<file path="src/rtl/pcrs_pkg.sv">
// Shared types, register map and table functions for the periodic CQI/RI report scheduler.
`timescale 1ns / 1ps

package pcrs_pkg;

	localparam int ADDR_WIDTH = 5;
	localparam int LOW_WIDTH  = 14;

	typedef enum logic [2:0] {
		REG_CQI_PMI_INDEX   = 3'd0,
		REG_RANK_INDEX      = 3'd1,
		REG_FDD_MODE        = 3'd2,
		REG_PERIODIC_ENABLE = 3'd3,
		REG_RANK_ENABLE     = 3'd4
	} reg_idx_t;

	typedef struct packed {
		logic [9:0] cqi_pmi_index;
		logic [9:0] rank_index;
		logic       fdd_mode;
		logic       periodic_enable;
		logic       rank_enable;
	} cfg_regs_t;

	// Period is 2^pow2, times five when five is set.
	typedef struct packed {
		logic       valid;
		logic [2:0] pow2;
		logic       five;
		logic [7:0] offset;
	} cqi_map_t;

	typedef struct packed {
		logic       valid;
		logic [2:0] mexp;
		logic [7:0] extra;
	} ri_map_t;

	typedef struct packed {
		logic       cqi_on;
		logic       rank_on;
		logic [3:0] kc;
		logic [3:0] kr;
		logic       five;
		logic [7:0] noff;
		logic [7:0] nri;
	} sched_cfg_t;

	function automatic cqi_map_t map_cqi(input logic [9:0] idx, input logic fdd);
		cqi_map_t m;
		m = '0;
		m.valid = 1'b1;
		if (fdd) begin
			if (idx <= 10'd1) begin
				m.pow2 = 3'd1; m.offset = 8'(idx);
			end else if (idx <= 10'd6) begin
				m.pow2 = 3'd0; m.five = 1'b1; m.offset = 8'(idx - 10'd2);
			end else if (idx <= 10'd16) begin
				m.pow2 = 3'd1; m.five = 1'b1; m.offset = 8'(idx - 10'd7);
			end else if (idx <= 10'd36) begin
				m.pow2 = 3'd2; m.five = 1'b1; m.offset = 8'(idx - 10'd17);
			end else if (idx <= 10'd76) begin
				m.pow2 = 3'd3; m.five = 1'b1; m.offset = 8'(idx - 10'd37);
			end else if (idx <= 10'd156) begin
				m.pow2 = 3'd4; m.five = 1'b1; m.offset = 8'(idx - 10'd77);
			end else if (idx <= 10'd316) begin
				m.pow2 = 3'd5; m.five = 1'b1; m.offset = 8'(idx - 10'd157);
			end else if (idx == 10'd317) begin
				m.valid = 1'b0;
			end else if (idx <= 10'd349) begin
				m.pow2 = 3'd5; m.offset = 8'(idx - 10'd318);
			end else if (idx <= 10'd413) begin
				m.pow2 = 3'd6; m.offset = 8'(idx - 10'd350);
			end else if (idx <= 10'd541) begin
				m.pow2 = 3'd7; m.offset = 8'(idx - 10'd414);
			end else begin
				m.valid = 1'b0;
			end
		end else begin
			if (idx == 10'd0) begin
				m.pow2 = 3'd0; m.offset = 8'd0;
			end else if (idx <= 10'd5) begin
				m.pow2 = 3'd0; m.five = 1'b1; m.offset = 8'(idx - 10'd1);
			end else if (idx <= 10'd15) begin
				m.pow2 = 3'd1; m.five = 1'b1; m.offset = 8'(idx - 10'd6);
			end else if (idx <= 10'd35) begin
				m.pow2 = 3'd2; m.five = 1'b1; m.offset = 8'(idx - 10'd16);
			end else if (idx <= 10'd75) begin
				m.pow2 = 3'd3; m.five = 1'b1; m.offset = 8'(idx - 10'd36);
			end else if (idx <= 10'd155) begin
				m.pow2 = 3'd4; m.five = 1'b1; m.offset = 8'(idx - 10'd76);
			end else if (idx <= 10'd315) begin
				m.pow2 = 3'd5; m.five = 1'b1; m.offset = 8'(idx - 10'd156);
			end else begin
				m.valid = 1'b0;
			end
		end
		return m;
	endfunction

	function automatic ri_map_t map_ri(input logic [9:0] idx);
		ri_map_t m;
		m = '0;
		m.valid = 1'b1;
		if (idx <= 10'd160) begin
			m.mexp = 3'd0; m.extra = 8'(idx);
		end else if (idx <= 10'd321) begin
			m.mexp = 3'd1; m.extra = 8'(idx - 10'd161);
		end else if (idx <= 10'd482) begin
			m.mexp = 3'd2; m.extra = 8'(idx - 10'd322);
		end else if (idx <= 10'd643) begin
			m.mexp = 3'd3; m.extra = 8'(idx - 10'd483);
		end else if (idx <= 10'd804) begin
			m.mexp = 3'd4; m.extra = 8'(idx - 10'd644);
		end else if (idx <= 10'd965) begin
			m.mexp = 3'd5; m.extra = 8'(idx - 10'd805);
		end else begin
			m.valid = 1'b0;
		end
		return m;
	endfunction

	// Sixteen is one modulo five, so the two nibbles are summed and then
	// brought below five by three conditional subtractions.
	function automatic logic [2:0] mod5_byte(input logic [7:0] v);
		logic [4:0] f;
		f = 5'(v[3:0]) + 5'(v[7:4]);
		if (f >= 5'd20) f = f - 5'd20;
		if (f >= 5'd10) f = f - 5'd10;
		if (f >= 5'd5)  f = f - 5'd5;
		return f[2:0];
	endfunction

endpackage

</file>
<file path="src/rtl/periodic_cqi_ri_report_scheduler_top.sv">
// Top level of the periodic CQI/PMI and rank indicator report scheduler.
`timescale 1ns / 1ps
// A word accepted on the slave side is registered in stage 1, moves through stage 2 and
// stage 3, and is offered on the master side from stage 3, whose valid bit drives m_tvalid.
// Throughput: one word per cycle, set by the three-stage check pipeline; a stalled output
// holds its word in the last stage while earlier stages keep filling.
// Reset: arst_n clears all pipeline valid bits and returns the registers to their defaults
// (both indices zero, FDD table selected, reporting and RI reporting disabled).

module periodic_cqi_ri_report_scheduler_top
	import pcrs_pkg::*;
#(
	parameter int COUNT_WIDTH = 14
) (
	input  logic                       clk,
	input  logic                       arst_n,
	// APB-style configuration port.
	input  logic                       psel,
	input  logic                       penable,
	input  logic                       pwrite,
	input  logic [ADDR_WIDTH-1:0]      paddr,
	input  logic [31:0]                pwdata,
	output logic [31:0]                prdata,
	output logic                       pready,
	// Slave side.
	input  logic                       s_tvalid,
	output logic                       s_tready,
	input  logic [((COUNT_WIDTH+7)/8)*8-1:0] s_tdata, // subframe_count
	// Master side.
	output logic                       m_tvalid,
	input  logic                       m_tready,
	output logic [7:0]                 m_tdata   // cqi_due, rank_due, zero padding
);

	// The CQI/PMI period always factors as a power of two, optionally times five,
	// and the RI multiplier is a further power of two. A report is therefore due
	// exactly when the shifted count has its low bits clear and, for the periods
	// with a factor of five, its residue modulo five matches the offset residue.
	// The low-bit test uses a fourteen-bit difference, enough for the largest
	// exponent of twelve; the residue of the count comes from a nibble sum since
	// sixteen is one modulo five, so no divider appears anywhere.

	cfg_regs_t  cfg;
	sched_cfg_t dec;
	logic       cqi_due, rank_due;

	pcrs_apb_regs u_regs (
		.clk     (clk),
		.arst_n  (arst_n),
		.psel    (psel),
		.penable (penable),
		.pwrite  (pwrite),
		.paddr   (paddr),
		.pwdata  (pwdata),
		.prdata  (prdata),
		.pready  (pready),
		.cfg     (cfg)
	);

	// The decode is combinational from the registers and is captured into the
	// first pipeline stage with the word, so a write just before a word is seen.
	pcrs_decode u_decode (
		.cfg (cfg),
		.dec (dec)
	);

	pcrs_pipe #(
		.COUNT_WIDTH (COUNT_WIDTH)
	) u_pipe (
		.clk            (clk),
		.arst_n         (arst_n),
		.dec            (dec),
		.in_valid       (s_tvalid),
		.in_ready       (s_tready),
		.subframe_count (s_tdata[COUNT_WIDTH-1:0]),
		.out_valid      (m_tvalid),
		.out_ready      (m_tready),
		.cqi_due        (cqi_due),
		.rank_due       (rank_due)
	);

	assign m_tdata = {6'b0, rank_due, cqi_due};

endmodule

</file>
<file path="src/rtl/pcrs_apb_regs.sv">
// Configuration register file behind the APB-style port.
`timescale 1ns / 1ps

module pcrs_apb_regs
	import pcrs_pkg::*;
(
	input  logic                  clk,
	input  logic                  arst_n,
	input  logic                  psel,
	input  logic                  penable,
	input  logic                  pwrite,
	input  logic [ADDR_WIDTH-1:0] paddr,
	input  logic [31:0]           pwdata,
	output logic [31:0]           prdata,
	output logic                  pready,
	output cfg_regs_t             cfg
);

	cfg_regs_t cfg_q;
	reg_idx_t  idx;
	logic      wr_en;

	assign pready = 1'b1;
	assign idx    = reg_idx_t'(paddr[ADDR_WIDTH-1:2]);
	assign wr_en  = psel & penable & pwrite;
	assign cfg    = cfg_q;

	always_ff @(posedge clk or negedge arst_n) begin
		if (!arst_n) begin
			cfg_q.cqi_pmi_index   <= '0;
			cfg_q.rank_index      <= '0;
			cfg_q.fdd_mode        <= 1'b1;
			cfg_q.periodic_enable <= 1'b0;
			cfg_q.rank_enable     <= 1'b0;
		end else if (wr_en) begin
			case (idx)
				REG_CQI_PMI_INDEX:   cfg_q.cqi_pmi_index   <= pwdata[9:0];
				REG_RANK_INDEX:      cfg_q.rank_index      <= pwdata[9:0];
				REG_FDD_MODE:        cfg_q.fdd_mode        <= pwdata[0];
				REG_PERIODIC_ENABLE: cfg_q.periodic_enable <= pwdata[0];
				REG_RANK_ENABLE:     cfg_q.rank_enable     <= pwdata[0];
				default: ;
			endcase
		end
	end

	always_comb begin
		case (idx)
			REG_CQI_PMI_INDEX:   prdata = 32'(cfg_q.cqi_pmi_index);
			REG_RANK_INDEX:      prdata = 32'(cfg_q.rank_index);
			REG_FDD_MODE:        prdata = 32'(cfg_q.fdd_mode);
			REG_PERIODIC_ENABLE: prdata = 32'(cfg_q.periodic_enable);
			REG_RANK_ENABLE:     prdata = 32'(cfg_q.rank_enable);
			default:             prdata = '0;
		endcase
	end

endmodule

</file>
<file path="src/rtl/pcrs_decode.sv">
// Maps the configuration indices to period exponents, offsets and enables.
`timescale 1ns / 1ps

module pcrs_decode
	import pcrs_pkg::*;
(
	input  cfg_regs_t  cfg,
	output sched_cfg_t dec
);

	cqi_map_t cm;
	ri_map_t  rm;

	always_comb begin
		cm = map_cqi(cfg.cqi_pmi_index, cfg.fdd_mode);
		rm = map_ri(cfg.rank_index);
		dec.cqi_on  = cfg.periodic_enable & cm.valid;
		dec.rank_on = cfg.periodic_enable & cm.valid & cfg.rank_enable & rm.valid;
		dec.kc      = 4'(cm.pow2);
		// The RI multiplier is a power of two, so it only adds to the exponent.
		dec.kr      = 4'(cm.pow2) + 4'(rm.mexp);
		dec.five    = cm.five;
		dec.noff    = cm.offset;
		dec.nri     = rm.extra;
	end

endmodule

</file>
<file path="src/rtl/pcrs_pipe.sv">
// Three-stage pipeline that tests one subframe number against both report periods.
`timescale 1ns / 1ps

module pcrs_pipe
	import pcrs_pkg::*;
#(
	parameter int COUNT_WIDTH = 14
) (
	input  logic                   clk,
	input  logic                   arst_n,
	input  sched_cfg_t             dec,
	input  logic                   in_valid,
	output logic                   in_ready,
	input  logic [COUNT_WIDTH-1:0] subframe_count,
	output logic                   out_valid,
	input  logic                   out_ready,
	output logic                   cqi_due,
	output logic                   rank_due
);

	localparam int NIB_RAW = (COUNT_WIDTH + 3) / 4;
	localparam int NIB     = (NIB_RAW > 4) ? NIB_RAW : 4;
	localparam int EW      = NIB * 4;

	// Stage 1: count and decoded configuration.
	logic             v_s1;
	logic [EW-1:0]    t_s1;
	sched_cfg_t       dec_s1;
	// Stage 2: nibble sum, low-part differences and offset residues.
	logic             v_s2;
	logic [7:0]       sum_s2;
	logic [LOW_WIDTH-1:0] yc_s2, yr_s2;
	logic [2:0]       rc_s2, rn_s2;
	logic [3:0]       kc_s2, kr_s2;
	logic             five_s2, cqi_on_s2, rank_on_s2;
	// Stage 3: results.
	logic             v_s3, cqi_s3, rank_s3;

	logic rdy1, rdy2, rdy3;
	logic [7:0] nsum;
	logic [LOW_WIDTH-1:0] t_low;
	logic [2:0] tres, rr;
	logic [LOW_WIDTH-1:0] mask_c, mask_r;
	logic zc, zr;

	assign rdy3     = !v_s3 | out_ready;
	assign rdy2     = !v_s2 | rdy3;
	assign rdy1     = !v_s1 | rdy2;
	assign in_ready = rdy1;

	always_comb begin
		nsum = '0;
		for (int i = 0; i < NIB; i++) begin
			nsum = nsum + 8'(t_s1[4*i +: 4]);
		end
	end

	assign t_low = t_s1[LOW_WIDTH-1:0];

	always_comb begin
		tres   = mod5_byte(sum_s2);
		rr     = (rc_s2 >= rn_s2) ? (rc_s2 - rn_s2) : (rc_s2 + 3'd5 - rn_s2);
		mask_c = ~({LOW_WIDTH{1'b1}} << kc_s2);
		mask_r = ~({LOW_WIDTH{1'b1}} << kr_s2);
		zc     = (yc_s2 & mask_c) == '0;
		zr     = (yr_s2 & mask_r) == '0;
	end

	always_ff @(posedge clk or negedge arst_n) begin
		if (!arst_n) begin
			v_s1 <= 1'b0;
			v_s2 <= 1'b0;
			v_s3 <= 1'b0;
		end else begin
			if (rdy1) v_s1 <= in_valid;
			if (rdy2) v_s2 <= v_s1;
			if (rdy3) v_s3 <= v_s2;
		end
	end

	always_ff @(posedge clk) begin
		if (rdy1 && in_valid) begin
			t_s1   <= EW'(subframe_count);
			dec_s1 <= dec;
		end
		if (rdy2 && v_s1) begin
			sum_s2     <= nsum;
			yc_s2      <= t_low - LOW_WIDTH'(dec_s1.noff);
			yr_s2      <= t_low + LOW_WIDTH'(dec_s1.nri) - LOW_WIDTH'(dec_s1.noff);
			rc_s2      <= mod5_byte(dec_s1.noff);
			rn_s2      <= mod5_byte(dec_s1.nri);
			kc_s2      <= dec_s1.kc;
			kr_s2      <= dec_s1.kr;
			five_s2    <= dec_s1.five;
			cqi_on_s2  <= dec_s1.cqi_on;
			rank_on_s2 <= dec_s1.rank_on;
		end
		if (rdy3 && v_s2) begin
			cqi_s3  <= cqi_on_s2 & zc & (!five_s2 | (tres == rc_s2));
			rank_s3 <= rank_on_s2 & zr & (!five_s2 | (tres == rr));
		end
	end

	assign out_valid = v_s3;
	assign cqi_due   = cqi_s3;
	assign rank_due  = rank_s3;

endmodule

</file>
<file path="config.mk">
export PLATFORM = sky130hd
export DESIGN_NAME = periodic_cqi_ri_report_scheduler_top
export DESIGN_NICKNAME = d
export VERILOG_FILES = /design/src/rtl/pcrs_pkg.sv /design/src/rtl/periodic_cqi_ri_report_scheduler_top.sv /design/src/rtl/pcrs_apb_regs.sv /design/src/rtl/pcrs_decode.sv /design/src/rtl/pcrs_pipe.sv
export SDC_FILE = /design/constraint.sdc
export NUM_CORES = 1
export LEC_CHECK = 0
export ABC_AREA = 1
export BUFFER_PORTS_ARGS = -buffer_cell sky130_fd_sc_hd__buf_2
export CELL_PAD_IN_SITES_DETAIL_PLACEMENT = 2
export CELL_PAD_IN_SITES_GLOBAL_PLACEMENT = 2
export CORE_MARGIN = 5
export CORE_UTILIZATION = 36
export DETAILED_ROUTE_END_ITERATION = 8
export GPL_TIMING_DRIVEN = 1
export PLACE_DENSITY_LB_ADDON = 0.1
export SETUP_SLACK_MARGIN = 0.2
export SYNTH_ARGS = -nofsm -noshare
export SYNTH_HDL_FRONTEND = slang
export SYNTH_SLANG_ARGS = --single-unit
</file>
<file path="constraint.sdc">
create_clock -name clk -period 5 [get_ports clk]
set_clock_uncertainty 0.2 [all_clocks]
set_input_delay 0.25 -clock clk [delete_from_list [all_inputs] [get_ports clk]]
set_output_delay 0.25 -clock clk [all_outputs]
set_load 0.1 [all_outputs]
</file>
==> out/results.ini, run 1 <==
[global_route]
grt_pass1_wl_mm = 59.8
grt_pass1_vias = 10847
grt_max_degree = 44
antenna_found_initial = 1
grt.total_usage_pct = 22.9
grt-ovfl-total = 0

[sta]
rsz0062_at_grt = false
tns_ns = 0
hold_viol = 0
relSlewSlack_pct = 24.0
finalSetupViolations = 0
period_minus_slack_ns = 4.28
holdWs_ns = 0.0755
worstMarginPinSlew_ns = 1.14
max_freq_ghz = 0.234
fin_crit_sh_pct = 85.6
finalMaxSlewViolations = 0
setup_slack_ns = 0.718

[die]
ioPinCount = 103
die-width_um = 180
rows = 62
die_area_um2 = 32500
coreArea_um2 = 28700
die_h_um = 180
start_util_pct = 36.4

[outcome]
status = finished, final reports clean

[power_and_ir_drop]
comb_power_share_pct = 66.9
p_per_area_nw_per_um2 = 672
seqPwrFrac_pct = 22.3
swShare_pct = 52.8
p_clk_share_pct = 10.8
p_sw_mw = 4.14
p_leak_nw = 5.60
vdd_drop_max_mv = 0.236
p_int_mw = 3.70

[drt]
totalWireLength_mm = 37.0
route.detailed.drc = 0
drt_iter0_markers = 443
wire_per_inst_um = 20.1
num_vias = 9658
via_per_inst = 5.24
firstDrtPassIters = 4
antenna_left = 0

[critical_path]
crit_path_start = u_regs.cfg[18]
critPathKind = reg2reg
start_kind = flip-flop
ff2ff_setup_slack_ns = 0.72
worst_setup_path_end_kind = flip-flop
cp.required_ns = 4.92
crit-reg2reg-launch = u_regs.cfg[18]
cp_cell_sequence = clkinv_1, buf_4, ha_1, inv_1, o21ai_0, a21oi_1, nor2_1, inv_1, nand2_1, a21oi_1, nor3_1, o21bai_1, ha_1, inv_1, fa_1, inv_1
crit_path_frequent_cell = inv_1
cp.arrival_ns = 4.20
crit_path_top_delay_cell = dfrtp_1
cp_slowest_stage_delay_ns = 0.61
path_max_fanout = 18

[cts]
clkSinkCount = 111
cts_tree = built
h-tree-depth = 3
cts_buffer_depth = 2
path_clk_slew_ns = 0.08
post_cts_resized = 0
clk_latency_ns = 0.37
cts_root_buffer = clkbuf_16
cts_buffers = 9

[synthesis]
synth-edff-count = 85
ys_types = 55
synth_seq_cells = 111
syn_area_um2 = 10400
async_flop_share_pct = 23.4
synth_cells = 1380
ys_seq_area_share_pct = 30.7
yosysWarnings = 0
syn_area_per_cell_um2 = 7.57
ys.flop_type = edfxtp_1

[finish]
postLayoutCoreUtil_pct = 40.6
num_antenna_cells = 0
final_cells = 1843
area_growth_pct = 11.7
fillers = 3353
layout-drive-gt1-share_pct = 8.91
nNetsFinal = 1622

[place]
dp_slack_ns = 0.783
dpl.cell_count = 1800
place.gp.congestion = 0.896
dp_hpwl_mm = 28.5
port_buffers = 47

[flow_run]
maxCapViolCount = 0

[worst_hold_path]
hold_class = in2reg
hold_path_startpoint = paddr[2]

-- cell usage in the layout (no fill, tap or decap), types with 29 or more instances in the layout --
master,instances
edfxtp_1,85
nor2_1,87
conb_1,29
nand2_1,295
xor2_1,57
a21oi_1,89
nand3_1,94
ha_1,90
buf_2,47
o21ai_0,97
inv_1,203
-- worst max-delay path: cells and delay by family, from the launching register on --
kind	cells	cell delay (ns)
compound gates	4	0.60
fa+ha+maj	3	1.05
buf+inv	6	0.89
flops	1	0.61
simple gates	3	0.69
-- worst paths after layout --
kind / end / depth (start not counted)
hold reg to reg: u_pipe.kc_s2[0] / 0
setup reg to reg: u_pipe.dec_s1[18] / 16
hold / removal: u_regs.cfg[2] / 4
max in group asynchronous: u_regs.cfg[3] / 2
min in group asynchronous: u_regs.cfg[4] / 2
setup / recovery: u_pipe.dec_s1[18] / 16
-- metrics by stage --
step | power [mW] | cell area [µm²]
floorplan | 5.56 | 10500
global placement | 6.70 | 11100
detailed placement | 7.02 | 11100
CTS | 7.92 | 11700
global route | 8.64 | 11700
finish | 7.83 | 11700
-- synth_stat cells, types with 4 or more instances --
| master | number | area share, % |
|---|---|---|
| o21ai_0 | 97 | 4.6 |
| xor2_2 | 4 | 0.62 |
| inv_2 | 7 | 0.25 |
| xnor2_1 | 16 | 1.3 |
| o21ai_2 | 4 | 0.34 |
| o21ai_1 | 9 | 0.43 |
| fa_1 | 18 | 3.5 |
| ha_1 | 90 | 11 |
| a31oi_1 | 12 | 0.72 |
| nand3_1 | 94 | 4.5 |
| nand4_1 | 10 | 0.60 |
| a211oi_1 | 6 | 0.43 |
| nor3_1 | 6 | 0.29 |
| dfrtp_1 | 25 | 6.0 |
| nand2_2 | 13 | 0.78 |
| o211ai_1 | 9 | 0.65 |
| o2111ai_1 | 5 | 0.42 |
| a21oi_1 | 89 | 4.3 |
| a21o_1 | 5 | 0.36 |
| inv_1 | 204 | 7.3 |
| o22ai_1 | 15 | 0.90 |
| o21bai_1 | 5 | 0.36 |
| buf_2 | 10 | 0.48 |
| clkinv_1 | 6 | 0.22 |
| clkbuf_1 | 13 | 0.47 |
| edfxtp_1 | 85 | 24 |
| o221ai_1 | 4 | 0.34 |
| nand3b_1 | 4 | 0.29 |
| buf_4 | 37 | 2.7 |
| nor2_1 | 87 | 3.1 |
| nand2_1 | 295 | 11 |
| xor2_1 | 57 | 4.8 |
-- metal layers --
metal | track usage (%) | wire [µm] | vias up | part of all wire [%]
met5 | 0 | 7 | - | 0.019
met4 | 5.60 | 776 | 2 | 2.1
met3 | 2.95 | 752 | 42 | 2.0
met2 | 43.5 | 19600 | 130 | 53
met1 | 27.2 | 15900 | 4851 | 43
li1 | - | - | 4633 | -
-- registers in the layout, summed over array words and instances (netlist names), 3 cells and up --
signal         count
u_pipe.dec_s1     26
u_regs.cfg        23
u_pipe.t_s1       14
u_pipe.yr_s2      14
u_pipe.yc_s2       7
u_pipe.sum_s2      6
u_pipe.kr_s2       4
u_pipe.kc_s2       3
u_pipe.rc_s2       3
u_pipe.rn_s2       3
-- layout make-up --
cell class	instances	area [µm²]	share of cell area, %
clock inverter	7	114	0.976
multi-input combinational	1018	6150	52.7
timing repair buffer	97	678	5.81
tap	384	480	4.12
inverter	217	815	6.98
clock buffer	9	225	1.93
sequential	111	3200	27.5
-- repair_timing --
item                                   CTS  global route
endpoints found under the hold margin   61             0
setup buffers                            0             0
hold buffers                            27             0
-- cell families after synthesis --
logic type	synth area share, %
buffers and inverters	11.4
AOI/OAI and AO/OA	15.2
xor gates and xnor gates	6.74
adders and majority gates	14.2
and+or+nand+nor	21.6
DFF	30.7
other	0.0719
-- power by group through the flow --
stage | clock, mW | combinational [mW] | sequential [mW]
6_report | 0.844 | 5.24 | 1.75
5_1_grt | 0.902 | 5.95 | 1.79
4_1_cts | 0.852 | 5.32 | 1.75
3_5_place_dp | 0 | 5.26 | 1.76
3_3_place_gp | 0 | 4.95 | 1.75
2_1_floorplan | 0 | 3.91 | 1.65
Power figures use the tool's default switching activity.
==> inputs of run 2 (changes only) <==
--- a/config.mk
+++ b/config.mk
@@ -9,7 +9,6 @@
 export BUFFER_PORTS_ARGS = -buffer_cell sky130_fd_sc_hd__buf_2
 export CELL_PAD_IN_SITES_DETAIL_PLACEMENT = 2
 export CELL_PAD_IN_SITES_GLOBAL_PLACEMENT = 2
-export CORE_MARGIN = 5
 export CORE_UTILIZATION = 36
 export DETAILED_ROUTE_END_ITERATION = 8
 export GPL_TIMING_DRIVEN = 1
==> run 2 against run 1 <==
Routed wire length fell by 0.86%. First-iteration DRC count decreased by 23%. Flip-flop and latch count did not move. Count of clock-buffer cells in the layout unchanged. Worst hold slack worse by 0.031 ns. Sequential power about the same. Register-to-register slack gained 0.21 ns. Highest routed layer unchanged. Via count shrank 0.59%. Core utilization increased by 0.47 points. Clock power fell by 15%. Sequential share of layout area is 0.20 points higher.
==> out/results.ini, run 2 (synthesis results as in run 1) <==
[power_and_ir_drop]
p_per_area_nw_per_um2 = 665
p_leak_nw = 5.57
vdd_drop_max_mv = 0.186

[sta]
tns_ns = 0
rsz0062_at_grt = false
relSlewSlack_pct = 23.7
max_freq_ghz = 0.246
finalMaxSlewViolations = 0
worstMarginPinSlew_ns = 1.14
hold_viol = 0
setup_slack_ns = 0.932
period_minus_slack_ns = 4.07
fin_crit_sh_pct = 81.4
finalSetupViolations = 0

[finish]
largest_reg_flops = 26
fillers = 3294
nNetsFinal = 1620
final_cell_mix = nand2_1 (295), inv_1 (203), o21ai_0 (97), nand3_1 (94), ha_1 (90)
layout_commonest_cell = nand2_1
layout-drive-gt1-share_pct = 8.85
regMostFlops = u_pipe.dec_s1
area_growth_pct = 10.8
num_antenna_cells = 0

[cts]
clkSinkCount = 111
h-tree-depth = 3
cts_buffers = 9
path_clk_slew_ns = 0.09
post_cts_resized = 0
postCtsSetupBuffers = 0
clk_latency_ns = 0.37
cts_tree = built
cts_buffer_depth = 2
cts_root_buffer = clkbuf_16
postCtsHoldBufs = 26

[place]
dp_slack_ns = 0.881
dp_hpwl_mm = 28.6
port_buffers = 47
place.gp.congestion = 0.861

[critical_path]
critPathKind = reg2reg
cp.required_ns = 4.94
worst_setup_path_end_kind = flip-flop
cp_cell_sequence = inv_1, ha_1, o21ai_1, nor2_1, nor2_1, nand2_1, nand2_1, a21oi_1, o21ai_0, nand2_1, nand2_1, a21oi_1, o21bai_1, ha_1, inv_1, fa_1, inv_1
cp_slowest_stage_delay_ns = 0.55
cp.arrival_ns = 4.00
start_kind = flip-flop
crit_path_frequent_cell = nand2_1
crit_path_top_delay_cell = dfrtp_1
path_max_fanout = 9

[drt]
totalWireLength_mm = 36.7
antenna_left = 0
route.detailed.drc = 0
firstDrtPassIters = 7
wire_per_inst_um = 20.0
via_per_inst = 5.23
drt_iter0_markers = 340
num_vias = 9601

[global_route]
antenna_found_initial = 1
grt_pass1_wl_mm = 57.2
grt.total_usage_pct = 25.4
grt-ovfl-total = 0
grt_pass1_vias = 10522
grt_max_degree = 44

[worst_hold_path]
hold_class = in2reg

[die]
start_util_pct = 37.1
rows = 61
coreArea_um2 = 28200
die-width_um = 172
die_h_um = 172
ioPinCount = 103
die_area_um2 = 29700

[outcome]
status = finished, final reports clean

[flow_run]
maxCapViolCount = 0

## run 2: changes by cell type in the layout (fill, tap and decap cells not counted), sizes merged
cell	change
bufinv	-2
buf	-1
clkinvlp	+1
dlygate4sd3	-1
inv	+1
## run 2: path summary, 6_finish.rpt
kind,startpoint,slack [ns],to,cells after the start
setup / recovery,u_regs.cfg[13],0.93,u_pipe.dec_s1[18],17
hold / removal,m_tready,0.04,u_pipe.out_valid,4
setup reg to reg,u_regs.cfg[13],0.93,u_pipe.dec_s1[18],17
min in group asynchronous,arst_n,0.25,u_pipe.v_s2,2
max in group asynchronous,arst_n,3.88,u_regs.cfg[3],2
hold reg to reg,u_pipe.dec_s1[19],0.23,u_pipe.kr_s2[2],0
## run 2: critical path: cells and delay by family (launching register included)
kind            cells  cell delay (ns)
buf+inv             3             0.34
fa+ha+maj           3             1.14
flops               1             0.55
compound gates      5             1.04
simple gates        6             0.59
## run 2: layout make-up
cell class                 count  area (µm²)  share of cell area (%)
multi-input combinational   1018        6150                    53.1
tap                          378         473                    4.09
inverter                     217         815                    7.04
sequential                   111        3200                    27.7
timing repair buffer          95         661                    5.71
clock inverter                 7        52.6                   0.454
clock buffer                   9         225                    1.95
## run 2: power breakdown
| group | leakage, nW | switching [mW] | internal (mW) |
|---|---|---|---|
| combinational | 4.31 | 3.48 | 1.76 |
| sequential | 1.12 | 0.263 | 1.48 |
| clock | 0.138 | 0.376 | 0.345 |
## run 2: stage by stage
stage,hold WS [ns],total power [mW],utilization [%],cells,cell area [µm²]
3_5_place_dp,0.135,7.03,39.2,1793,11000
6_report,0.0450,7.70,41.1,1835,11600
4_1_cts,0.0483,7.80,41.1,1835,11600
3_3_place_gp,0.116,6.67,39.2,1793,11000
2_1_floorplan,-0.246,5.56,-,1407,10500
5_1_grt,0.0629,8.45,41.1,1835,11600
## run 2: layer usage
metal  up-vias  part of all wire, %  track usage [%]
met1      4766                   43             29.7
li1       4637                    -                -
met5         -                0.027                0
met3        52                  2.7             3.11
met2       144                   52             48.3
met4         2                  2.3             6.85
==> inputs of run 3 (changes only) <==
--- a/config.mk
+++ b/config.mk
@@ -5,11 +5,11 @@
 export SDC_FILE = /design/constraint.sdc
 export NUM_CORES = 1
 export LEC_CHECK = 0
-export ABC_AREA = 1
+export ABC_AREA = 0
 export BUFFER_PORTS_ARGS = -buffer_cell sky130_fd_sc_hd__buf_2
 export CELL_PAD_IN_SITES_DETAIL_PLACEMENT = 2
 export CELL_PAD_IN_SITES_GLOBAL_PLACEMENT = 2
-export CORE_UTILIZATION = 36
+export CORE_UTILIZATION = 38
 export DETAILED_ROUTE_END_ITERATION = 8
 export GPL_TIMING_DRIVEN = 1
 export PLACE_DENSITY_LB_ADDON = 0.1
==> constraint.sdc (replaced) <==
create_clock -name clk -period 4 [get_ports clk]
set_clock_uncertainty 0.2 [all_clocks]
set_input_delay 0.2 -clock clk [delete_from_list [all_inputs] [get_ports clk]]
set_output_delay 0.2 -clock clk [all_outputs]
set_load 0.1 [all_outputs]
==> run 3 against run 2 <==
The run now ends with negative setup slack left. Global-route usage up 3.2 points. Combinational power grew 84%. Critical path depth up 2. Sequential power increased by 22%. Fmax fell by 1.9%. Core utilization rose by 5.8 points. Synthesized cell count shrank 11%. Cell count is 3.7% lower. Clock power grew 37%.
==> out/results.ini, run 3 <==
[outcome]
status = finished, violations left
violations = negative setup slack

[die]
die_h_um = 172
ioPinCount = 103
start_util_pct = 39.0
coreArea_um2 = 28100
die_area_um2 = 29500
rows = 61
die-width_um = 172

[synthesis]
synth-edff-count = 85
synth_most_common_cell = inv_1
ys.flop_type = edfxtp_1
ys_types = 93
synth_cells = 1232
synthTopCellsByCount = inv_1 (106), ha_1 (90), a21oi_1 (88)
syn_area_um2 = 10900
async_flop_share_pct = 23.4
synth_top_area_cell = edfxtp_1
synth_seq_cells = 111
ys_seq_area_share_pct = 29.3
synth.area.top_cells = edfxtp_1 (23%), ha_1 (10%), dfrtp_1 (5.7%), xnor2_1 (4.4%), a21oi_1 (4.0%)
syn_area_per_cell_um2 = 8.88
yosysWarnings = 0
synth_top_area_share_pct = 23.3

[cts]
cts_buffer_depth = 2
cts_buffers = 9
cts_root_buffer = clkbuf_16
h-tree-depth = 3
path_clk_slew_ns = 0.09
cts_tree = built
clk_latency_ns = 0.39
clkSinkCount = 111

[drt]
totalWireLength_mm = 42.9
drt_iter0_markers = 483
num_vias = 10400
wire_per_inst_um = 24.3
via_per_inst = 5.88
route.detailed.drc = 0
antenna_left = 0
firstDrtPassIters = 5

[flow_run]
maxCapViolCount = 0

[place]
dp_hpwl_mm = 30.3
place.gp.congestion = 0.891
dp_slack_ns = -0.246
port_buffers = 47

[critical_path]
cp.arrival_ns = 4.10
cp_slowest_stage_delay_ns = 0.40
worst_setup_path_end_kind = flip-flop
critPathKind = reg2reg
cpLargestDelayFamily = compound AO/OA/AOI/OAI gates
cp.required_ns = 3.95
start_kind = flip-flop
cp_cell_sequence = ha_1, a21o_1, a21o_1, xnor2_2, ha_2, a21oi_4, a21oi_2, inv_2, ha_2, nand2b_1, a221o_1, a211oi_2, a31oi_2, xnor2_2, inv_2, ha_4, or2_4, nor2b_1, a221o_1
critPathBufInv = 2
crit_path_top_delay_cell = edfxtp_1
path_max_fanout = 3

[sta]
finalMaxSlewViolations = 0
worstMarginPinSlew_ns = 1.15
fin_crit_sh_pct = 104
holdWs_ns = 0.0173
rsz0062_at_grt = true
period_minus_slack_ns = 4.15
hold_viol = 0
finalSetupViolations = 5
relSlewSlack_pct = 23.6
max_freq_ghz = 0.241
setup_slack_ns = -0.148

[power_and_ir_drop]
p_leak_nw = 5.61
p_per_area_nw_per_um2 = 969
vdd_drop_max_mv = 0.395

[finish]
nNetsFinal = 1552
regMostFlops = u_pipe.dec_s1
largest_reg_flops = 26
layout-drive-gt1-share_pct = 22.5
final_cell_mix = buf_4 (123), inv_1 (98), edfxtp_1 (85), a21oi_1 (81), nand2_1 (74)
layout_commonest_cell = buf_4
postLayoutCoreUtil_pct = 46.9
area_growth_pct = 20.3

[global_route]
grt-ovfl-total = 0
grt.total_usage_pct = 28.6
grt_max_degree = 44
antenna_found_initial = 1
grt_pass1_vias = 11201
grt_pass1_wl_mm = 63.8

[worst_hold_path]
hold_class = in2reg

run 3: where the power goes:
part	internal, mW	switching, mW
Sequential	1.80	0.324
Clock	0.446	0.542
Combinational	4.24	5.41
run 3: worst reg2reg max path: stages, from the launching register on:
cell and delay [ns]:
edfxtp_1 0.40, ha_1 0.31, a21o_1 0.19, a21o_1 0.23, xnor2_2 0.16, ha_2 0.23, a21oi_4 0.14, a21oi_2 0.09
inv_2 0.07, ha_2 0.16, nand2b_1 0.06, a221o_1 0.36, a211oi_2 0.25, a31oi_2 0.10, xnor2_2 0.17, inv_2 0.13
ha_4 0.17, or2_4 0.13, nor2b_1 0.06, a221o_1 0.29
run 3: worst paths after layout:
check                             startpoint               end  slack [ns]  depth (start not counted)
setup / recovery            u_pipe.dec_s1[5]   u_pipe.rn_s2[2]       -0.15                         19
hold / removal                      paddr[3]     u_regs.cfg[1]        0.02                          3
setup reg to reg            u_pipe.dec_s1[5]   u_pipe.rn_s2[2]       -0.15                         19
hold reg to reg            u_pipe.dec_s1[19]   u_pipe.kr_s2[2]        0.23                          0
max in group asynchronous             arst_n    u_regs.cfg[10]        3.00                          2
min in group asynchronous             arst_n  u_pipe.out_valid        0.16                          2
run 3: kinds of logic (layout without fill, tap and decap cells):
kind of cell,Yosys count,after routing,synth area share (%)
muxes,37,37,3.78
buffers and inverters,194,324,8.12
DFF,111,111,29.3
adders and majority gates,108,108,13.6
xor gates and xnor gates,73,73,6.10
and+or+nand+nor,328,328,15.4
AOI/OAI and AO/OA,379,379,23.7
other,2,30,0.0686
run 3: layout make-up:
class	instances	area [µm²]
Antenna cell	1	2.50
Clock buffer	9	225
Clock inverter	7	77.6
Fill cell	3112	14900
Inverter	108	408
Multi-Input combinational cell	954	7320
Sequential cell	111	3200
Tap cell	378	473
Timing Repair Buffer	200	1460
run 3: what timing repair did:
item                                    4_1_cts  5_1_grt
resized for setup                            25       38
hold endpoints to repair                     65        0
setup buffers                                21       13
pin swaps                                    15       23
endpoints found under the setup margin        8       12
hold buffers                                 28        0
run 3: routing by layer:
metal  vias to the layer above  wire length, µm  global-route usage (%)
met5                         -                0                       0
met4                         0             1490                    9.94
met3                        83             1200                    4.23
met2                       202            22500                    52.9
met1                      5378            17700                    33.2
li1                       4737                -                       -
run 3: per-stage QoR:
step | instance area (µm²) | instances | total power, mW | setup TNS (ns)
after floorplan | 11100 | 1259 | 7.51 | -0.0197
after global placement | 12100 | 1689 | 9.43 | -0.00859
after detailed placement | 12100 | 1689 | 9.92 | -1.07
after CTS | 12900 | 1754 | 11.5 | -0.117
after global routing | 13200 | 1767 | 13.5 | -1.15
final | 13200 | 1768 | 12.8 | -0.554
